File: src/sv/ffpcp_pkg.sv
// Shared types, constants and decode functions for the command parser.
// No dependencies; used by every module of the block.
`timescale 1ns / 1ps

package ffpcp_pkg;

	localparam int BYTE_W  = 8;
	localparam int POS_W   = 4;
	localparam int ACC_W   = 34;
	localparam int WGT_W   = 24;
	localparam int VAL_W   = 25;
	localparam int MAG_W   = 24;
	localparam int SET_W   = 3;
	localparam int CODE_W  = 3;

	localparam logic [BYTE_W-1:0] CHR_START = 8'h53;
	localparam logic [BYTE_W-1:0] CHR_DOT   = 8'h2E;
	localparam logic [BYTE_W-1:0] CHR_END   = 8'h45;
	localparam logic [BYTE_W-1:0] CHR_PLUS  = 8'h2B;
	localparam logic [BYTE_W-1:0] CHR_MINUS = 8'h2D;
	localparam logic [BYTE_W-1:0] CHR_ZERO  = 8'h30;
	localparam logic [BYTE_W-1:0] CHR_KP    = 8'h70;
	localparam logic [BYTE_W-1:0] CHR_KI    = 8'h69;
	localparam logic [BYTE_W-1:0] CHR_KD    = 8'h64;
	localparam logic [BYTE_W-1:0] CHR_SETPT = 8'h74;
	localparam logic [BYTE_W-1:0] CHR_LED   = 8'h4C;
	localparam logic [BYTE_W-1:0] CHR_SETID = 8'h67;

	localparam logic [POS_W-1:0] POS_START = 4'd0;
	localparam logic [POS_W-1:0] POS_CMD   = 4'd1;
	localparam logic [POS_W-1:0] POS_SIGN  = 4'd2;
	localparam logic [POS_W-1:0] POS_DOT   = 4'd7;
	localparam logic [POS_W-1:0] POS_LAST  = 4'd12;

	localparam logic [BYTE_W-1:0] SET_MAX = 8'd7;

	localparam logic signed [ACC_W:0] VAL_LIMIT_WIDE = 35'sd10000000;
	localparam logic signed [VAL_W-1:0] VAL_LIMIT    = 25'sd10000000;

	// trunc(x / 10000) = ((x >> 4) * RECIP) >> RECIP_SHIFT, exact for x < 2^24
	localparam int DIV_SHIFT   = 4;
	localparam int DIV_W       = MAG_W - DIV_SHIFT;
	localparam int RECIP_W     = 21;
	localparam logic [RECIP_W-1:0] RECIP = 21'd1717987;
	localparam int RECIP_SHIFT = 30;
	localparam int QUOT_W      = 10;
	localparam int UNIT_W      = 14;
	localparam logic [UNIT_W-1:0] UNIT_ONE = 14'd10000;

	typedef enum logic [1:0] {
		SIGN_NONE  = 2'd0,
		SIGN_PLUS  = 2'd1,
		SIGN_MINUS = 2'd2
	} sign_t;

	typedef enum logic [CODE_W-1:0] {
		FIELD_KP     = 3'd0,
		FIELD_KI     = 3'd1,
		FIELD_KD     = 3'd2,
		FIELD_SETPT  = 3'd3,
		FIELD_LED    = 3'd4,
		FIELD_SET_ID = 3'd5
	} field_t;

	typedef struct packed {
		logic   known;
		field_t code;
	} cmd_t;

	typedef struct packed {
		logic [SET_W-1:0]        set;
		field_t                  code;
		logic                    set_id;
		logic signed [VAL_W-1:0] value;
	} result_t;

	function automatic logic [WGT_W-1:0] digit_weight(input logic [POS_W-1:0] pos);
		logic [WGT_W-1:0] w;
		case (pos)
			4'd3:    w = 24'd10000000;
			4'd4:    w = 24'd1000000;
			4'd5:    w = 24'd100000;
			4'd6:    w = 24'd10000;
			4'd8:    w = 24'd1000;
			4'd9:    w = 24'd100;
			4'd10:   w = 24'd10;
			4'd11:   w = 24'd1;
			default: w = '0;
		endcase
		return w;
	endfunction

	function automatic cmd_t letter_decode(input logic [BYTE_W-1:0] c);
		cmd_t r;
		r.known = 1'b1;
		case (c)
			CHR_KP:    r.code = FIELD_KP;
			CHR_KI:    r.code = FIELD_KI;
			CHR_KD:    r.code = FIELD_KD;
			CHR_SETPT: r.code = FIELD_SETPT;
			CHR_LED:   r.code = FIELD_LED;
			CHR_SETID: r.code = FIELD_SET_ID;
			default: begin
				r.known = 1'b0;
				r.code  = FIELD_KP;
			end
		endcase
		return r;
	endfunction

endpackage

File: src/sv/ffpcp_frame.sv
// Frame state of the command parser: position, accumulator, sign, letter, markers.
// Checks and clamps on the closing byte. Depends on ffpcp_pkg.
`timescale 1ns / 1ps

module ffpcp_frame (
	input  logic                          clk,
	input  logic                          arst_n,
	input  logic                          fire,
	input  logic [ffpcp_pkg::BYTE_W-1:0]  byte_in,
	input  logic [ffpcp_pkg::BYTE_W-1:0]  active_set,
	output logic                          hit,
	output ffpcp_pkg::result_t            res
);

	logic [ffpcp_pkg::POS_W-1:0]        pos_q;
	logic signed [ffpcp_pkg::ACC_W-1:0] acc_q;
	ffpcp_pkg::sign_t                   sign_q;
	logic [ffpcp_pkg::BYTE_W-1:0]       letter_q;
	logic                               mk_q;

	logic                                 last;
	logic signed [ffpcp_pkg::BYTE_W:0]    diff;
	logic signed [ffpcp_pkg::WGT_W:0]     wgt;
	logic signed [ffpcp_pkg::ACC_W-1:0]   prod;
	logic signed [ffpcp_pkg::ACC_W:0]     sval;
	logic signed [ffpcp_pkg::VAL_W-1:0]   clamped;
	ffpcp_pkg::cmd_t                      cmd;
	ffpcp_pkg::sign_t                     sign_new;

	assign last = (pos_q >= ffpcp_pkg::POS_LAST);
	assign diff = $signed({1'b0, byte_in}) - $signed({1'b0, ffpcp_pkg::CHR_ZERO});
	assign wgt  = $signed({1'b0, ffpcp_pkg::digit_weight(pos_q)});
	assign prod = ffpcp_pkg::ACC_W'(diff * wgt);
	assign cmd  = ffpcp_pkg::letter_decode(letter_q);

	always_comb begin
		if (byte_in == ffpcp_pkg::CHR_PLUS) begin
			sign_new = ffpcp_pkg::SIGN_PLUS;
		end else if (byte_in == ffpcp_pkg::CHR_MINUS) begin
			sign_new = ffpcp_pkg::SIGN_MINUS;
		end else begin
			sign_new = ffpcp_pkg::SIGN_NONE;
		end
	end

	always_comb begin
		if (sign_q == ffpcp_pkg::SIGN_MINUS) begin
			sval = -{acc_q[ffpcp_pkg::ACC_W-1], acc_q};
		end else begin
			sval = {acc_q[ffpcp_pkg::ACC_W-1], acc_q};
		end
		if (sval < -ffpcp_pkg::VAL_LIMIT_WIDE) begin
			clamped = -ffpcp_pkg::VAL_LIMIT;
		end else if (sval >= ffpcp_pkg::VAL_LIMIT_WIDE) begin
			clamped = ffpcp_pkg::VAL_LIMIT;
		end else begin
			clamped = sval[ffpcp_pkg::VAL_W-1:0];
		end
	end

	assign hit = last && mk_q && (byte_in == ffpcp_pkg::CHR_END)
		&& (sign_q != ffpcp_pkg::SIGN_NONE) && (active_set <= ffpcp_pkg::SET_MAX)
		&& cmd.known;

	assign res.set    = active_set[ffpcp_pkg::SET_W-1:0];
	assign res.code   = cmd.code;
	assign res.set_id = (cmd.code == ffpcp_pkg::FIELD_SET_ID);
	assign res.value  = clamped;

	always_ff @(posedge clk or negedge arst_n) begin
		if (!arst_n) begin
			pos_q    <= '0;
			acc_q    <= '0;
			sign_q   <= ffpcp_pkg::SIGN_NONE;
			letter_q <= '0;
			mk_q     <= 1'b0;
		end else if (fire) begin
			if (last) begin
				pos_q    <= '0;
				acc_q    <= '0;
				sign_q   <= ffpcp_pkg::SIGN_NONE;
				letter_q <= '0;
				mk_q     <= 1'b0;
			end else begin
				pos_q <= pos_q + 1'b1;
				case (pos_q)
					ffpcp_pkg::POS_START: mk_q     <= (byte_in == ffpcp_pkg::CHR_START);
					ffpcp_pkg::POS_CMD:   letter_q <= byte_in;
					ffpcp_pkg::POS_SIGN:  sign_q   <= sign_new;
					ffpcp_pkg::POS_DOT:   mk_q     <= mk_q && (byte_in == ffpcp_pkg::CHR_DOT);
					default:              acc_q    <= acc_q + prod;
				endcase
			end
		end
	end

endmodule

File: src/sv/fixed_frame_parameter_command_parser_top.sv
// Top level of the fixed-frame parameter command parser.
// Depends on ffpcp_pkg and ffpcp_frame.
`timescale 1ns / 1ps

// Usage
// Input channel: rx_byte with in_valid / in_stall; one frame byte per transfer.
// Frames are 13 consecutive bytes: S, letter, sign, 4 digits, '.', 4 digits, E.
// Framing is a plain byte count; there is no resynchronization.
// Config: cfg_we / cfg_wdata write active_set; write only while idle.
// Output channel: target_set, field_code, value_fixed with out_valid / out_stall;
// at most one result per frame, none for bad markers, sign, letter or set.
// Throughput: one byte per cycle while in_stall is low. Path: a result of a frame
// passes the input register, clamp register, reciprocal-multiply register and
// output register.
// Stall: the output register holds while out_valid and out_stall are high; results
// already computed collect in the two middle stages, and in_stall rises only when
// the closing byte of a frame cannot move on. Bytes that make no result never wait.
// Reset: arst_n clears the frame count and all valid flags; active_set reads 0.
module fixed_frame_parameter_command_parser_top (
	input  logic                                 clk,
	input  logic                                 arst_n,
	input  logic                                 cfg_we,
	input  logic [ffpcp_pkg::BYTE_W-1:0]         cfg_wdata,
	input  logic                                 in_valid,
	output logic                                 in_stall,
	input  logic [ffpcp_pkg::BYTE_W-1:0]         rx_byte,
	output logic                                 out_valid,
	input  logic                                 out_stall,
	output logic [ffpcp_pkg::SET_W-1:0]          target_set,
	output logic [ffpcp_pkg::CODE_W-1:0]         field_code,
	output logic signed [ffpcp_pkg::VAL_W-1:0]   value_fixed
);

	logic [ffpcp_pkg::BYTE_W-1:0] active_set_q;

	logic                          v_s1;
	logic [ffpcp_pkg::BYTE_W-1:0]  b_s1;
	logic                          v_s2;
	ffpcp_pkg::result_t            r_s2;
	logic                          v_s3;
	ffpcp_pkg::result_t            r_s3;
	logic                          neg_s3;
	logic [ffpcp_pkg::QUOT_W-1:0]  q_s3;
	logic                          out_valid_q;
	logic [ffpcp_pkg::SET_W-1:0]   set_q;
	logic [ffpcp_pkg::CODE_W-1:0]  code_q;
	logic signed [ffpcp_pkg::VAL_W-1:0] value_q;

	logic                          hit;
	ffpcp_pkg::result_t            res;
	logic                          rdy_out;
	logic                          rdy3;
	logic                          rdy2;
	logic                          fire_s1;
	logic                          accept;
	logic [ffpcp_pkg::MAG_W-1:0]   mag;
	logic [ffpcp_pkg::DIV_W+ffpcp_pkg::RECIP_W-1:0] recip_prod;
	logic [ffpcp_pkg::MAG_W-1:0]   scaled;
	logic signed [ffpcp_pkg::VAL_W-1:0] value_next;

	ffpcp_frame u_frame (
		.clk        (clk),
		.arst_n     (arst_n),
		.fire       (fire_s1),
		.byte_in    (b_s1),
		.active_set (active_set_q),
		.hit        (hit),
		.res        (res)
	);

	assign rdy_out  = !out_valid_q || !out_stall;
	assign rdy3     = !v_s3 || rdy_out;
	assign rdy2     = !v_s2 || rdy3;
	assign fire_s1  = v_s1 && (!hit || rdy2);
	assign in_stall = v_s1 && !fire_s1;
	assign accept   = in_valid && !in_stall;

	assign mag = r_s2.value[ffpcp_pkg::VAL_W-1] ? ffpcp_pkg::MAG_W'(-r_s2.value)
		: ffpcp_pkg::MAG_W'(r_s2.value);
	assign recip_prod = mag[ffpcp_pkg::MAG_W-1:ffpcp_pkg::DIV_SHIFT] * ffpcp_pkg::RECIP;
	assign scaled = ffpcp_pkg::MAG_W'(q_s3 * ffpcp_pkg::UNIT_ONE);

	always_comb begin
		if (!r_s3.set_id) begin
			value_next = r_s3.value;
		end else if (neg_s3) begin
			value_next = -$signed({1'b0, scaled});
		end else begin
			value_next = $signed({1'b0, scaled});
		end
	end

	always_ff @(posedge clk or negedge arst_n) begin
		if (!arst_n) begin
			active_set_q <= '0;
		end else if (cfg_we) begin
			active_set_q <= cfg_wdata;
		end
	end

	always_ff @(posedge clk or negedge arst_n) begin
		if (!arst_n) begin
			v_s1        <= 1'b0;
			v_s2        <= 1'b0;
			v_s3        <= 1'b0;
			out_valid_q <= 1'b0;
		end else begin
			if (accept) begin
				v_s1 <= 1'b1;
			end else if (fire_s1) begin
				v_s1 <= 1'b0;
			end
			if (rdy2) begin
				v_s2 <= fire_s1 && hit;
			end
			if (rdy3) begin
				v_s3 <= v_s2;
			end
			if (rdy_out) begin
				out_valid_q <= v_s3;
			end
		end
	end

	always_ff @(posedge clk) begin
		if (accept) begin
			b_s1 <= rx_byte;
		end
		if (rdy2) begin
			r_s2 <= res;
		end
		if (rdy3) begin
			r_s3   <= r_s2;
			neg_s3 <= r_s2.value[ffpcp_pkg::VAL_W-1];
			q_s3   <= recip_prod[ffpcp_pkg::RECIP_SHIFT+ffpcp_pkg::QUOT_W-1:ffpcp_pkg::RECIP_SHIFT];
		end
		if (rdy_out) begin
			set_q   <= r_s3.set;
			code_q  <= r_s3.code;
			value_q <= value_next;
		end
	end

	assign out_valid   = out_valid_q;
	assign target_set  = set_q;
	assign field_code  = code_q;
	assign value_fixed = value_q;

endmodule

File: config.mk
export PLATFORM = sky130hd
export DESIGN_NAME = fixed_frame_parameter_command_parser_top
export DESIGN_NICKNAME = d
export VERILOG_FILES = /design/src/sv/ffpcp_pkg.sv /design/src/sv/ffpcp_frame.sv /design/src/sv/fixed_frame_parameter_command_parser_top.sv
export SDC_FILE = /design/constraint.sdc
export NUM_CORES = 1
export LEC_CHECK = 0
export BUFFER_PORTS_ARGS = -buffer_cell sky130_fd_sc_hd__buf_4
export CORE_ASPECT_RATIO = 0.7
export CORE_MARGIN = 2
export CORE_UTILIZATION = 55
export DETAILED_ROUTE_END_ITERATION = 10
export PLACE_DENSITY_LB_ADDON = 0.3
export SLEW_MARGIN = 15
export SYNTH_ARGS = -nofsm -noshare
export SYNTH_HDL_FRONTEND = slang
export SYNTH_SLANG_ARGS = --single-unit
File: constraint.sdc
create_clock -name clk -period 11.9 [get_ports clk]
set_input_delay 1.19 -clock clk [delete_from_list [all_inputs] [get_ports clk]]
set_output_delay 1.19 -clock clk [all_outputs]
set_load 0.01 [all_outputs]
==> impl_metrics.py <==
metrics = {
    "clock_network": {
        "cts-htree-levels": 4,
        "clock_latency_ns": 0.46,
        "cts_resized": 0,
        "clockBufferDepth": 2,
        "clk_pin_slew_ns": 0.07,
        "cts_buffers": 17,
        "ctsHoldBuffers": 0,
        "clockRootBuffer": "clkbuf_16",
        "cts_setup_buffers": 0,
        "cts_tree": "built",
        "numClockSinks": 174,
    },
    "yosys": {
        "synth-edff-count": 113,
        "synth_area_leaders": "fa_1 (27%), ha_1 (19%), edfxtp_1 (14%)",
        "syn_area_um2": 24400,
        "yosys.area.top_type": "fa_1",
        "synth_top_area_share_pct": 26.8,
        "synthXorXnorAreaFrac_pct": 4.49,
        "synth_top_family_by_area": "adder cells",
        "synth_nets": 3164,
        "syn_inst": 2456,
        "synth_adder_area_share_pct": 45.3,
        "ys_types": 81,
        "ys_warn_count": 0,
        "ys_async_sr_fraction_pct": 35.1,
        "muxShareOfSynthArea_pct": 0.944,
        "avgSynthCellArea_um2": 9.93,
        "ys.flop_type": "edfxtp_1",
        "ys_ff_latch": 174,
        "synth_compound_area_share_pct": 9.56,
        "synth_simple_gate_area_share_pct": 11.1,
        "seq_area_frac_synth_pct": 20.2,
    },
    "layout": {
        "drive_gt1_share_pct": 5.59,
        "area_delta_synth_final_pct": 6.44,
        "layout_commonest_cell": "inv_1",
        "layout_common_cells": "inv_1 (475), ha_1 (361), fa_1 (326), nand2_1 (194), edfxtp_1 (113)",
        "fin_nets": 3181,
        "fin_cells": 3081,
    },
    "routing": {
        "wl_per_cell_um": 19.5,
        "met3_length_mm": 5.60,
        "met1Wirelength_mm": 28.5,
        "firstDrtPassIters": 7,
        "routed-via-count": 17700,
        "via_per_inst": 5.73,
        "drt_iter0_drc": 1480,
        "drc": 0,
        "wl_mm": 60.1,
        "met2_length_mm": 25.2,
        "drtAntennaViolNets": 0,
        "top_layer": "met5",
    },
    "sta": {
        "max-slew-margin-rel_pct": 23.8,
        "setup-violations-final": 0,
        "fin_skew_ns": 0.00912,
        "period_needed_ns": 9.99,
        "fmax_mhz": 100,
        "worstMarginPinSlew_ns": 1.14,
        "rsz0062_at_grt": "false",
        "finalCritPeriodShare_pct": 84.0,
        "finalHoldViolations": 0,
        "tns_ns": 0,
        "maxSlewViolCount": 0,
    },
    "setup_path": {
        "arrival_ns": 10.20,
        "crit_type": "flip-flop to flip-flop",
        "cpLargestDelayFamily": "adder cells",
        "worstSetupEndpointType": "flip-flop",
        "crit_buf_inv": 3,
        "slowest_stage": "or4_4",
        "cp_max_fo": 8,
        "required_ns": 12.11,
        "crit_path_start_kind": "flip-flop",
        "max_stage_delay_ns": 0.59,
    },
    "global_route": {
        "overflow": 0,
        "track_usage_pct": 27.4,
        "grt_pass1_wl_mm": 98.4,
        "grt_max_degree": 62,
        "grt_pass1_vias": 18200,
        "antenna_found_initial": 2,
    },
    "placement": {
        "gp_congestion": 0.965,
        "hpwl_mm": 50.5,
        "io_buffer_count": 53,
        "dp.cells": 3048,
    },
    "die": {
        "initial_utilization_pct": 55.8,
        "core_um2": 43700,
        "die_w_um": 256,
        "io_pins": 54,
        "die_area_um2": 46100,
        "die_h_um": 180,
        "rows": 64,
    },
    "status": {
        "status": "finished clean",
    },
    "worst_hold_path": {
        "hp-class": "flip-flop to flip-flop",
    },
    "run": {
        "cap_violations": 0,
    },
}
cells in the mapped netlist, types with 24 or more instances:
cell type    n
a21o_1      24
a21oi_1     91
and2_1      41
clkbuf_1    63
dfrtp_1     61
edfxtp_1   113
fa_1       326
ha_1       361
inv_1      475
nand2_1    194
nand3_1     31
nor2_1     111
nor3_1      37
o21ai_0     68
o31ai_1     32
xnor2_1     75
xor2_1      50
final cells by class:
| class | count | area, um2 |
|---|---|---|
| Clock buffer | 17 | 425 |
| Clock inverter | 15 | 156 |
| Multi-Input combinational cell | 1737 | 17400 |
| Timing Repair Buffer | 68 | 510 |
| Tap cell | 594 | 743 |
| Antenna cell | 1 | 2.50 |
| Sequential cell | 174 | 4920 |
| Fill cell | 3758 | 17800 |
| Inverter | 475 | 1780 |
stage by stage:
step	cell area (um2)	setup slack (ns)	utilization [%]	hold slack, ns
after floorplan	24400	3.10	-	0.400
after global placement	25400	2.17	58.0	0.414
after detailed placement	25400	2.06	58.0	0.414
after CTS	25900	2.01	59.4	0.432
after global routing	26000	1.47	59.4	0.443
final	26000	1.91	59.4	0.430
path summary, 6_finish.rpt:
check,from,to,slack [ns],cells past startpoint
max in group asynchronous,arst_n,u_frame.acc_q[27],10.50,1
hold reg to reg,r_s2[27],r_s3[27],0.43,0
setup / recovery,r_s2[1],q_s3[9],1.91,31
hold / removal,r_s2[27],r_s3[27],0.43,0
min in group asynchronous,arst_n,u_frame.pos_q[2],0.82,1
setup reg to reg,r_s2[1],q_s3[9],1.91,31
cell families (layout without fill, tap and decap cells):
group,after synthesis,after routing
muxes,21,21
adders and majority gates,687,687
other,0,1
xor gates and xnor gates,125,125
buffers and inverters,545,575
AOI/OAI and AO/OA,349,349
and+or+nand+nor,555,555
DFF,174,174
registers in the layout, summed over array words and instances (netlist names), 2 cells and up:
name	cells
b_s1	8
r_s3	32
u_frame.letter_q	8
u_frame.pos_q	4
u_frame.sign_q	2
value_fixed	25
active_set_q	8
field_code	3
u_frame.acc_q	34
target_set	3
q_s3	10
r_s2	32
layer usage:
metal | GRT usage [%] | up-vias
met2 | 39.7 | 633
met4 | 5.08 | 2
li1 | - | 8132
met5 | 0 | -
met3 | 7.43 | 60
met1 | 41.3 | 8827
Power is not shown: default switching activity piles up to over one toggle a cycle in this logic, so the estimate is an artifact.
